$ cat src/hw/rtl/imp_pkg.sv
// Shared types and constants of the MTData2 frame parser.
package imp_pkg;

    localparam logic [1:0] KIND_VALUE    = 2'd0;
    localparam logic [1:0] KIND_ACCEPTED = 2'd1;
    localparam logic [1:0] KIND_CSUM_ERR = 2'd2;
    localparam logic [1:0] KIND_HDR_ERR  = 2'd3;

    localparam logic [1:0] CFG_PREAMBLE = 2'd0;
    localparam logic [1:0] CFG_BUS_ID   = 2'd1;
    localparam logic [1:0] CFG_MSG_ID   = 2'd2;

    localparam logic [7:0] PREAMBLE_RESET = 8'd250;
    localparam logic [7:0] BUS_ID_RESET   = 8'd255;
    localparam logic [7:0] MSG_ID_RESET   = 8'd54;

    localparam int NUM_QUANT = 16;

    // Commands from the controller to the datapath
    typedef struct packed {
        logic       take_byte;   // byte accepted this cycle
        logic       emit_start;  // checksum byte accepted: latch the frame outcome
        logic       emit_next;   // current result has been transferred
    } imp_cmd_t;

    // Status from the datapath to the controller
    typedef struct packed {
        logic       frame_end;   // the byte on s_rx_byte closes the frame
        logic       emit_done;   // the result on offer is the final one
    } imp_status_t;

endpackage

$ cat src/hw/rtl/imu_mtdata2_frame_parser_core.sv
// Top level of the MTData2 frame parser.
// Takes one received byte per cycle, and each header or data byte produces
// no result. The checksum byte closes the frame: input then stalls while the
// results go out one per cycle while m_ready is high, from a single output
// register (one error result, or each updated quantity in ascending order
// followed by the frame-accepted result). Configuration registers
// are written through the cfg channel, which is always ready.
module imu_mtdata2_frame_parser_core (
    input  logic        aclk,
    input  logic        aresetn,
    input  logic        cfg_valid,
    output logic        cfg_ready,
    input  logic [1:0]  cfg_index,
    input  logic [7:0]  cfg_data,
    input  logic        s_valid,
    output logic        s_ready,
    input  logic [7:0]  s_rx_byte,
    output logic        m_valid,
    input  logic        m_ready,
    output logic [1:0]  m_kind,
    output logic [3:0]  m_quantity,
    output logic [63:0] m_value,
    output logic        m_last
);
    import imp_pkg::*;

    imp_cmd_t    cmd;
    imp_status_t status;

    assign cfg_ready = 1'b1;

    imp_ctrl u_ctrl (
        .aclk    (aclk),
        .aresetn (aresetn),
        .s_valid (s_valid),
        .s_ready (s_ready),
        .m_valid (m_valid),
        .m_ready (m_ready),
        .status  (status),
        .cmd     (cmd)
    );

    imp_datapath u_dp (
        .aclk      (aclk),
        .aresetn   (aresetn),
        .rx_byte   (s_rx_byte),
        .cfg_we    (cfg_valid),
        .cfg_index (cfg_index),
        .cfg_data  (cfg_data),
        .cmd       (cmd),
        .status    (status),
        .kind      (m_kind),
        .quantity  (m_quantity),
        .value     (m_value),
        .last      (m_last)
    );

endmodule

$ cat src/hw/rtl/imp_datapath.sv
// Datapath: frame tracking, sub-packet capture, shadow store and result selection.
module imp_datapath (
    input  logic                aclk,
    input  logic                aresetn,
    input  logic [7:0]          rx_byte,
    input  logic                cfg_we,
    input  logic [1:0]          cfg_index,
    input  logic [7:0]          cfg_data,
    input  imp_pkg::imp_cmd_t   cmd,
    output imp_pkg::imp_status_t status,
    output logic [1:0]          kind,
    output logic [3:0]          quantity,
    output logic [63:0]         value,
    output logic                last
);
    import imp_pkg::*;

    logic [7:0]  preamble_reg, bus_id_reg, msg_id_reg;
    logic [2:0]  fpos_reg, fpos_next;
    logic [7:0]  flen_reg, flen_next;
    logic [7:0]  sum_reg, sum_next;
    logic        hdr_reg, hdr_next;
    logic [1:0]  phase_reg, phase_next;
    logic [7:0]  group_reg, group_next;
    logic [7:0]  signal_reg, signal_next;
    logic [7:0]  remain_reg, remain_next;
    logic [4:0]  bidx_reg, bidx_next;
    logic [15:0] mask_reg, mask_next;
    logic [63:0] word_reg, word_next;
    logic [63:0] shadow_mem [NUM_QUANT];
    logic        sh_we;
    logic [3:0]  sh_addr;
    logic [63:0] sh_data;

    // Result sequencing
    logic [1:0]  okind_reg;
    logic [15:0] pend_reg, pend_next;
    logic [3:0]  oq_reg;
    logic [63:0] oval_reg;
    logic        olast_reg;
    logic [3:0]  first_q;
    logic        pend_any;

    // Configuration registers
    always_ff @(posedge aclk) begin
        if (!aresetn) begin
            preamble_reg <= PREAMBLE_RESET;
            bus_id_reg   <= BUS_ID_RESET;
            msg_id_reg   <= MSG_ID_RESET;
        end else if (cfg_we) begin
            unique case (cfg_index)
                CFG_PREAMBLE: preamble_reg <= cfg_data;
                CFG_BUS_ID:   bus_id_reg   <= cfg_data;
                CFG_MSG_ID:   msg_id_reg   <= cfg_data;
                default:      ;
            endcase
        end
    end

    assign status.frame_end = (fpos_reg == 3'd4) && (flen_reg == 8'd0);

    // Capture decode for the current sub-packet
    logic [3:0] sig_hi;
    logic [3:0] cap_base;
    logic [1:0] cap_count;
    logic       cap_dbl, cap_known, cap_status;
    logic [4:0] cap_lim;
    logic [2:0] in_word;
    logic [1:0] word_no;

    always_comb begin
        sig_hi     = signal_reg[7:4];
        cap_base   = 4'd0;
        cap_count  = 2'd0;
        cap_dbl    = 1'b0;
        cap_known  = 1'b1;
        cap_status = 1'b0;
        if (group_reg == 8'h20 && sig_hi == 4'h3) begin
            cap_base = 4'd0; cap_count = 2'd3;
        end else if (group_reg == 8'h50 && sig_hi == 4'h4) begin
            cap_base = 4'd3; cap_count = 2'd2; cap_dbl = 1'b1;
        end else if (group_reg == 8'h50 && (sig_hi == 4'h1 || sig_hi == 4'h2)) begin
            cap_base = 4'd5; cap_count = 2'd1;
        end else if (group_reg == 8'h40 && (sig_hi == 4'h1 || sig_hi == 4'h2)) begin
            cap_base = 4'd6; cap_count = 2'd3;
        end else if (group_reg == 8'h80 && sig_hi == 4'h2) begin
            cap_base = 4'd9; cap_count = 2'd3;
        end else if (group_reg == 8'hD0 && sig_hi == 4'h1) begin
            cap_base = 4'd12; cap_count = 2'd3;
        end else if (group_reg == 8'hE0 && sig_hi == 4'h1) begin
            cap_status = 1'b1;
        end else begin
            cap_known = 1'b0;
        end
        cap_lim = cap_dbl ? {2'd0, cap_count, 1'b0} << 2 : {1'b0, cap_count, 2'b00};
        in_word = cap_dbl ? bidx_reg[2:0] : {1'b0, bidx_reg[1:0]};
        word_no = cap_dbl ? bidx_reg[4:3] : bidx_reg[3:2];
    end

    // Next state of the frame and sub-packet trackers
    always_comb begin
        fpos_next   = fpos_reg;
        flen_next   = flen_reg;
        sum_next    = sum_reg;
        hdr_next    = hdr_reg;
        phase_next  = phase_reg;
        group_next  = group_reg;
        signal_next = signal_reg;
        remain_next = remain_reg;
        bidx_next   = bidx_reg;
        mask_next   = mask_reg;
        word_next   = word_reg;
        sh_we       = 1'b0;
        sh_addr     = 4'd0;
        sh_data     = word_reg;
        if (cmd.take_byte) begin
            sum_next = sum_reg + rx_byte;
            unique case (fpos_reg)
                3'd0: begin
                    hdr_next   = (rx_byte == preamble_reg);
                    sum_next   = 8'd0;
                    mask_next  = 16'd0;
                    phase_next = 2'd0;
                    fpos_next  = 3'd1;
                end
                3'd1: begin
                    if (rx_byte != bus_id_reg) hdr_next = 1'b0;
                    fpos_next = 3'd2;
                end
                3'd2: begin
                    if (rx_byte != msg_id_reg) hdr_next = 1'b0;
                    fpos_next = 3'd3;
                end
                3'd3: begin
                    flen_next = rx_byte;
                    fpos_next = 3'd4;
                end
                default: begin
                    if (flen_reg == 8'd0) begin
                        fpos_next = 3'd0;
                    end else begin
                        flen_next = flen_reg - 8'd1;
                        if (hdr_reg) begin
                            unique case (phase_reg)
                                2'd0: begin group_next = rx_byte; phase_next = 2'd1; end
                                2'd1: begin signal_next = rx_byte; phase_next = 2'd2; end
                                2'd2: begin
                                    remain_next = rx_byte;
                                    bidx_next   = 5'd0;
                                    phase_next  = (rx_byte == 8'd0) ? 2'd0 : 2'd3;
                                end
                                default: begin
                                    if (cap_status) begin
                                        if (bidx_reg == 5'd0) begin
                                            sh_we     = 1'b1;
                                            sh_addr   = 4'd15;
                                            sh_data   = {63'd0, rx_byte[2]};
                                            mask_next[15] = 1'b1;
                                        end
                                    end else if (cap_known && bidx_reg < cap_lim) begin
                                        word_next = (in_word == 3'd0) ? {56'd0, rx_byte}
                                                  : {word_reg[55:0], rx_byte};
                                        if (in_word == (cap_dbl ? 3'd7 : 3'd3)) begin
                                            sh_we   = 1'b1;
                                            sh_addr = cap_base + {2'd0, word_no};
                                            sh_data = word_next;
                                            mask_next[sh_addr] = 1'b1;
                                        end
                                    end
                                    if (bidx_reg != 5'd31) bidx_next = bidx_reg + 5'd1;
                                    remain_next = remain_reg - 8'd1;
                                    if (remain_next == 8'd0) phase_next = 2'd0;
                                end
                            endcase
                        end
                    end
                end
            endcase
        end
    end

    always_ff @(posedge aclk) begin
        if (!aresetn) begin
            fpos_reg   <= 3'd0;
            flen_reg   <= 8'd0;
            sum_reg    <= 8'd0;
            hdr_reg    <= 1'b0;
            phase_reg  <= 2'd0;
            group_reg  <= 8'd0;
            signal_reg <= 8'd0;
            remain_reg <= 8'd0;
            bidx_reg   <= 5'd0;
            mask_reg   <= 16'd0;
        end else begin
            fpos_reg   <= fpos_next;
            flen_reg   <= flen_next;
            sum_reg    <= sum_next;
            hdr_reg    <= hdr_next;
            phase_reg  <= phase_next;
            group_reg  <= group_next;
            signal_reg <= signal_next;
            remain_reg <= remain_next;
            bidx_reg   <= bidx_next;
            mask_reg   <= mask_next;
        end
        word_reg <= word_next;
    end

    // Shadow store of captured words
    always_ff @(posedge aclk) begin
        if (sh_we) shadow_mem[sh_addr] <= sh_data;
    end

    // Pick the lowest pending quantity
    always_comb begin
        first_q = 4'd0;
        for (int i = NUM_QUANT - 1; i >= 0; i--) begin
            if (pend_next[i]) first_q = 4'(i);
        end
        pend_any = |pend_next;
    end

    // Pending set of quantities still to report
    always_comb begin
        pend_next = pend_reg;
        if (cmd.emit_start) begin
            pend_next = (hdr_reg && sum_next == 8'd0) ? mask_reg : 16'd0;
        end else if (cmd.emit_next) begin
            pend_next = pend_reg & ~(16'd1 << oq_reg);
            if (okind_reg != KIND_VALUE) pend_next = 16'd0;
        end
    end

    // Result register: one result on offer at a time
    always_ff @(posedge aclk) begin
        if (!aresetn) begin
            pend_reg  <= 16'd0;
            okind_reg <= KIND_VALUE;
            olast_reg <= 1'b0;
            oq_reg    <= 4'd0;
        end else begin
            pend_reg <= pend_next;
            if (cmd.emit_start || cmd.emit_next) begin
                if (cmd.emit_start && !hdr_reg) begin
                    okind_reg <= KIND_HDR_ERR;
                    oq_reg    <= 4'd0;
                    olast_reg <= 1'b1;
                end else if (cmd.emit_start && sum_next != 8'd0) begin
                    okind_reg <= KIND_CSUM_ERR;
                    oq_reg    <= 4'd0;
                    olast_reg <= 1'b1;
                end else if (pend_any) begin
                    okind_reg <= KIND_VALUE;
                    oq_reg    <= first_q;
                    olast_reg <= 1'b0;
                end else begin
                    okind_reg <= KIND_ACCEPTED;
                    oq_reg    <= 4'd0;
                    olast_reg <= 1'b1;
                end
            end
        end
    end

    always_ff @(posedge aclk) begin
        if (cmd.emit_start || cmd.emit_next) begin
            oval_reg <= shadow_mem[first_q];
        end
    end

    assign status.emit_done = olast_reg;
    assign kind     = okind_reg;
    assign quantity = oq_reg;
    assign value    = (okind_reg == KIND_VALUE) ? oval_reg : 64'd0;
    assign last     = olast_reg;

    // The checksum byte restarts the frame tracker
    assert property (@(posedge aclk) disable iff (!aresetn)
        cmd.emit_start |=> fpos_reg == 3'd0)
        else $error("frame tracker did not restart after the checksum byte");

    // A value result always names a quantity captured in this frame
    assert property (@(posedge aclk) disable iff (!aresetn)
        $rose(okind_reg == KIND_VALUE && !olast_reg) |-> mask_reg[oq_reg])
        else $error("value result for a quantity not captured");

    // Error results end the sequence at once
    assert property (@(posedge aclk) disable iff (!aresetn)
        (okind_reg == KIND_CSUM_ERR || okind_reg == KIND_HDR_ERR) |-> olast_reg)
        else $error("error result not marked last");

endmodule

$ cat src/hw/rtl/imp_ctrl.sv
// Controller: byte intake and result transfer sequencing.
module imp_ctrl (
    input  logic                 aclk,
    input  logic                 aresetn,
    input  logic                 s_valid,
    output logic                 s_ready,
    output logic                 m_valid,
    input  logic                 m_ready,
    input  imp_pkg::imp_status_t status,
    output imp_pkg::imp_cmd_t    cmd
);
    import imp_pkg::*;

    localparam logic ST_RX   = 1'b0;
    localparam logic ST_EMIT = 1'b1;

    logic state_reg, state_next;
    logic take, done;

    assign s_ready = (state_reg == ST_RX);
    assign m_valid = (state_reg == ST_EMIT);
    assign take    = s_valid && s_ready;
    assign done    = m_valid && m_ready;

    assign cmd.take_byte  = take;
    assign cmd.emit_start = take && status.frame_end;
    assign cmd.emit_next  = done && !status.emit_done;

    // Advance between byte intake and result output
    always_comb begin
        state_next = state_reg;
        unique case (state_reg)
            ST_RX:   if (take && status.frame_end) state_next = ST_EMIT;
            ST_EMIT: if (done && status.emit_done) state_next = ST_RX;
            default: state_next = ST_RX;
        endcase
    end

    always_ff @(posedge aclk) begin
        if (!aresetn) state_reg <= ST_RX;
        else          state_reg <= state_next;
    end

    // No byte is taken while results are on offer
    assert property (@(posedge aclk) disable iff (!aresetn) !(s_ready && m_valid))
        else $error("input and output active together");

    // The result sequence starts right after the checksum byte
    assert property (@(posedge aclk) disable iff (!aresetn)
        cmd.emit_start |=> m_valid)
        else $error("no result after frame end");

    // The last transfer hands back to intake
    assert property (@(posedge aclk) disable iff (!aresetn)
        (done && status.emit_done) |=> s_ready)
        else $error("intake not resumed");

endmodule
$ cat config.mk
export PLATFORM = sky130hd
export DESIGN_NAME = imu_mtdata2_frame_parser_core
export DESIGN_NICKNAME = d
export VERILOG_FILES = /design/src/hw/rtl/imp_pkg.sv /design/src/hw/rtl/imu_mtdata2_frame_parser_core.sv /design/src/hw/rtl/imp_datapath.sv /design/src/hw/rtl/imp_ctrl.sv
export SDC_FILE = /design/constraint.sdc
export NUM_CORES = 2
export LEC_CHECK = 0
export ABC_CLOCK_PERIOD_IN_PS = 10800
export BUFFER_PORTS_ARGS = -buffer_cell sky130_fd_sc_hd__buf_2
export CAP_MARGIN = 10
export CORE_ASPECT_RATIO = 0.9
export CORE_MARGIN = 2
export CORE_UTILIZATION = 30
export CTS_BUF_LIST = sky130_fd_sc_hd__clkbuf_8
export DETAILED_ROUTE_END_ITERATION = 8
export GPL_TIMING_DRIVEN = 0
export SLEW_MARGIN = 10
export SYNTH_ARGS = -nofsm -noshare
export SYNTH_HDL_FRONTEND = slang
export SYNTH_SLANG_ARGS = --single-unit
$ cat constraint.sdc
create_clock -name aclk -period 10.8 [get_ports aclk]
set_input_delay 2.16 -clock aclk [delete_from_list [all_inputs] [get_ports aclk]]
set_output_delay 2.16 -clock aclk [all_outputs]
set_load 0.02 [all_outputs]
Word-level counts from Yosys, hierarchy flattened
Memory sizes are Yosys's and may differ from the RTL's. A register that Yosys moved wholly into a read port is not among the register bits.
Index checks and enable logic that the tools add are counted.

storage, ports and cells
  bits in registers = 179
  memory bits (writable) = 1024
  output and inout port bits = 74
  word-level logic and storage cells = 257
  memories kept = 1

operators by class
  add/subtract/negate cells = 5
  $lt $le $gt $ge = 3
  eq/ne operators = 30
  shift-type cells = 1
  mux-type cells = 123
  bitwise logic cells = 11
  reduce and logical (&&, ||, !) cells = 63

memory list
  memory           words  bits a word  read ports  clocked after Yosys merged registers in  wr ports  line                text
  u_dp.shadow_mem  16     64           1           1                                        1         imp_datapath.sv:30  logic [63:0] shadow_mem [NUM_QUANT];

operators by type and width
  cell                                                                   number
  64-bit two-way mux                                                     11
  16-bit two-way mux                                                     9
  4-bit two-way mux                                                      34
  1-bit two-way mux                                                      37
  8-bit zero test                                                        4
  16-bit one-hot mux with 2 select lines                                 1
  8-bit one-hot mux with 2 select lines                                  2
  2-bit two-way mux                                                      13
  8-bit equality test, second input constant                             3
  8-bit two-way mux                                                      3
  5-bit AND reduction                                                    4
  1-bit logical AND                                                      18
  16-bit bitwise AND                                                     1
  8-bit by 7-bit equality test with 1-bit output, second input constant  2
  8-bit inequality test                                                  2
  16-bit inverter                                                        1
  16-bit bitwise OR                                                      1
  8-bit AND reduction                                                    2
  16-bit OR reduction                                                    1
  1-bit by 4-bit << shifter with 16-bit output, first input constant     1
  8-bit by 1-bit subtractor with 8-bit output, second input constant     2
  15-bit two-way mux                                                     1
  3-bit one-hot mux with 4 select lines                                  1
  5-bit two-way mux                                                      2
  other kinds (46)                                                       80

Depth between registers and ports, before layout
  depth in word-level cells = 26
  gate-level depth with buffers = 18
  depth with buffers taken out = 15

Modules after synthesis
From an unflattened synthesis, not the netlist that was laid out.

unflattened totals
  cell total of the unflattened synthesis = 3671
  area, all modules = 51780.9 um^2

modules (own cells, without submodules)
  module                         times used  cells an instance  area an instance (um^2)  sequential area each (um^2)
  imp_datapath                   1           3660               51700.8                  36795.3
  imp_ctrl                       1           9                  68.8                     20.0
  imu_mtdata2_frame_parser_core  1           2                  11.3                     0.0

Least setup slack after synthesis
Ideal clock, no wire load.

  path kind = input-to-reg
  start = in s_valid
  end = reg u_dp.word_reg[0] (enable)
  setup time = 644 ps
  arrival = 9031 ps
  data required time = 10156 ps
  path slack = 1125 ps
  stages = 5
  buffers on the path = 1
  cell sequence = nand2b_1 > clkbuf_1 > nor2_1 > nand2_1 > nor4_1

on the way
  longest elaborated chain between the ends = 2

ends and longest elaborated chain
  item                                  line                                 text
  from (decl)                           imu_mtdata2_frame_parser_core.sv:15  input logic s_valid,
  1-bit logical AND                     imp_ctrl.sv:22                       assign take = s_valid && s_ready;
  7-bit AND reduction (no source line)  --
  to (signal assigned)                  imp_datapath.sv:206                  word_reg <= word_next;
  to (decl)                             imp_datapath.sv:29                   logic [63:0] word_reg, word_next;

No other way between the ends.
A chain may end at the register's enable or synchronous reset.

Worst setup path after layout
  start = in s_rx_byte[0]
  end = reg u_dp.oval_reg[22] (read register of u_dp.shadow_mem), data pin

on the way
  longest elaborated chain between the ends = 23

ends and longest elaborated chain
  item                              line                                 text
  from (decl)                       imu_mtdata2_frame_parser_core.sv:17  input logic [7:0] s_rx_byte,
  8-bit adder *                     imp_datapath.sv:117                  sum_next = sum_reg + rx_byte;
  8-bit two-way mux *               imp_datapath.sv:118                  unique case (fpos_reg)
  8-bit two-way mux *               imp_datapath.sv:116                  if (cmd.take_byte) begin
  8-bit zero test *                 imp_datapath.sv:227                  pend_next = (hdr_reg && sum_next == 8'd0) ? mask_reg : 16'd0;
  1-bit logical AND *               imp_datapath.sv:227
  16-bit two-way mux *              imp_datapath.sv:227
  16-bit two-way mux *              imp_datapath.sv:226                  if (cmd.emit_start) begin
  4-bit two-way mux (15 in series)  imp_datapath.sv:218                  if (pend_next[i]) first_q = 4'(i);
  4-bit two-way mux *               imp_datapath.sv:218
  to (decl)                         imp_datapath.sv:39                   logic [63:0] oval_reg;

Every way passes the cells marked *; elsewhere a longest branch is shown, timed or not.

==> results.py <==
metrics = {
    "final_layout": {
        "layout-drive-gt1-share": 0.120,
        "largest_reg_flops": 1024,
        "final_net_count": 4498,
        "syn2layout_area_growth_pct": 15.0,
        "final_area_um2": 60400,
    },
    "worst_hold_path": {
        "min-delay-start": "u_dp.group_reg[2]",
        "holdCritPathClass": "flip-flop to flip-flop",
        "whs_path_depth": 2,
        "min_to": "u_dp.group_reg[2]",
    },
    "synthesis": {
        "synth_edf_count": 1152,
        "synth_commonest_cells": "1,152 x edfxtp_1, 649 x nand2_1, 287 x nor2_1",
        "syn_nets": 4137,
        "syn_area_um2": 52500,
        "ys.flop_type": "edfxtp_1",
        "syn_inst": 4091,
        "async_flop_share": 0,
        "yosys.area.top_type_share": 0.659,
        "ys_seq_area_frac": 0.701,
        "yosys-top-cells-area": "edfxtp_1 66%, nand2_1 4.6%, dfxtp_1 4.2%",
        "yosysWarnings": 0,
        "yosysMostFrequentCell": "edfxtp_1",
        "avgSynthCellArea_um2": 12.8,
        "synth.largest_area_cell": "edfxtp_1",
        "ys_types": 83,
        "ys_seq_elements": 1263,
    },
    "timing": {
        "worst_slew_pin_slew_ps": 1360,
        "final.setup_skew_ps": 55.1,
        "rsz0062_at_grt": "false",
        "setup_viol": 0,
        "clock.fmax_ghz": 0.137,
        "fin_crit_sh": 0.678,
        "maxSlewViolCount": 0,
        "min_period_ps": 7320,
        "fin_setup_tns_ps": 0,
        "hold_viol": 0,
        "timing.max_slew.rel_slack": 0.0894,
        "layout_setup_ws_ps": 3480,
    },
    "power": {
        "pwr_density_cell_nw_per_um2": 150,
        "leakage_nw": 20.2,
        "peakVddDrop_mv": 0.0927,
    },
    "floorplanning": {
        "initial_core_util": 0.302,
        "die-area_um2": 178000,
        "top_level_ports": 97,
        "die_h_um": 401,
        "core_um2": 174000,
        "rows": 145,
        "die_w_um": 445,
    },
    "routing": {
        "drtIter0Drc": 4477,
        "dr.pass1.iters": 6,
        "drc": 0,
        "ant_nets": 0,
        "totalWireLength_um": 154000,
        "vias": 36000,
        "vias_per_cell": 5.24,
        "wire_per_inst_um": 22.3,
    },
    "setup_path": {
        "cp-end-kind": "flip-flop",
        "path_cells": "buf_2 > ha_1 > fa_1 > and3_1 > or3_1 > a41oi_2 > o2111a_1 > and4_1 > buf_4 > a21oi_2 > o21ai_1 > clkbuf_1 > buf_2 > buf_2 > clkbuf_1 > nand3_1 > o2111ai_1 > o221ai_1",
        "r2r_start": "u_dp.sum_reg[0]",
        "cpMostUsedCell": "buf_2",
        "critPathMaxFanout": 11,
        "worstSetupPathType": "primary input to flip-flop",
        "crit_path_max_incr_delay_ps": 740,
        "r2r_cells": 17,
        "cpMaxStageDelayCell": "clkbuf_1",
        "startpoint_type": "primary input",
        "required_ps": 11380,
        "crit_family": "buffers and inverters",
        "regToRegEndpoint": "u_dp.oval_reg[22]",
        "worstPathBufferInverterCount": 6,
        "r2r_slack_ps": 4600,
        "critPathArrivalTime_ps": 7900,
    },
    "outcome": {
        "outcome": "complete, no violations",
    },
    "run": {
        "drv_cap": 0,
    },
    "clock_tree": {
        "h-tree-depth": 4,
        "clock-sinks": 1263,
        "cts_max_path_buffers": 3,
        "cts_inserted_buffers": 189,
        "cts_hold_buf": 0,
        "clkTransAtPathRegs_ps": 60,
        "cts_setup_buffers": 0,
        "ctsResizeCount": 0,
        "tritoncts": "yes",
        "clk_latency_ps": 920,
        "cts.root.buffer_cell": "clkbuf_8",
    },
    "global_route": {
        "grt_pass1_vias": 34900,
        "track_usage": 0.168,
        "grt_max_degree": 38,
        "grt_overflow": 0,
        "grt_pass1_wl_um": 227000,
        "grt_antenna_before_repair": 15,
    },
    "placement": {
        "place.port_buffers": 95,
        "place.gp.congestion": 0.819,
        "pre_cts_ws_ps": 2680,
        "dpl.hpwl_um": 109000,
        "place_area_um2": 57000,
    },
}
layer usage:
layer,vias up,share of wire,GRT usage
li1,16200,-,-
met1,17900,0.45,0.244
met2,1604,0.45,0.254
met3,243,0.083,0.0312
met4,2,0.023,0.0493
met5,-,0.000046,0
area by class of cell:
type                    count  area, um^2
fillers                 16900      113000
diodes                     11        27.5
clock buffers             195        2680
plain buffers             281        1160
well taps                2278        2850
clock inverters           130         666
repair buffers            170        1490
inverters                  33         126
multi-input cells        2514       14600
flip-flops and latches   1263       36800
worst min-delay path: stages, from the launching register on:
cell and delay, ps:
dfxtp_1 310, nand2_1 50, a21boi_0 60
cells by family after synthesis:
family | Yosys count | share of synthesized area
XOR/XNOR | 32 | 0.00534
adder cells (fa/ha/maj) | 23 | 0.00576
other | 1 | 0.0000714
buffers and inverters | 314 | 0.0244
multiplexers | 59 | 0.0126
flip-flops | 1263 | 0.701
AO/OA/AOI/OAI | 791 | 0.106
AND/OR/NAND/NOR | 1608 | 0.145
through the flow:
step | instances | total power, W | hold slack [ps] | utilization
6_report | 6875 | 0.00903 | 473 | 0.348
5_1_grt | 6868 | 0.00931 | 492 | 0.347
4_1_cts | 6863 | 0.00909 | 473 | 0.347
3_5_place_dp | 6538 | 0.00552 | 465 | 0.328
3_3_place_gp | 6464 | 0.00552 | 457 | 0.321
2_1_floorplan | 4091 | 0.00547 | 443 | -
worst max-delay path by stage:
stage | cells after the start | slack, ps | from | to
finish | 18 | 3480 | s_rx_byte[0] | u_dp.oval_reg[22]
global placement | 10 | -3620 | s_valid | u_dp.shadow_mem[2][37]
detailed placement | 18 | 2680 | s_rx_byte[0] | u_dp.oval_reg[16]
global route | 18 | 3340 | s_rx_byte[0] | u_dp.oval_reg[10]
floorplan | 5 | 1130 | s_valid | u_dp.word_reg[0]
CTS | 18 | 3640 | s_rx_byte[0] | u_dp.oval_reg[16]
where the power goes:
part / total [W] / switching [W] / leakage (nW) / internal, W
combinational: 0.000153 / 0.000103 / 7.06 / 0.0000497
sequential: 0.00527 / 0.00000709 / 11.2 / 0.00526
clock: 0.00361 / 0.00189 / 1.94 / 0.00172
cells in the final DEF (no fill, tap or decap), types with 31 or more instances in the layout:
cell type / synthesis / final
o21ai_0: 194 / 193
nand2_1: 649 / 649
inv_1: 32 / 93
mux2_2: 56 / 56
buf_4: 3 / 31
and2_1: 134 / 134
o22ai_1: 37 / 37
nand3_1: 125 / 125
edfxtp_1: 1152 / 1152
or3_1: 130 / 130
clkbuf_8: 0 / 195
a311oi_1: 53 / 53
or4_1: 58 / 58
nor3_1: 99 / 95
o221ai_1: 64 / 64
a21boi_0: 37 / 37
nor2_1: 287 / 276
clkbuf_1: 231 / 226
o32ai_1: 54 / 53
a21oi_1: 117 / 116
dfxtp_1: 111 / 111
buf_2: 20 / 118
o211ai_1: 77 / 77
clkinv_1: 0 / 42
No activity file was read; power rests on OpenSTA's default activity.
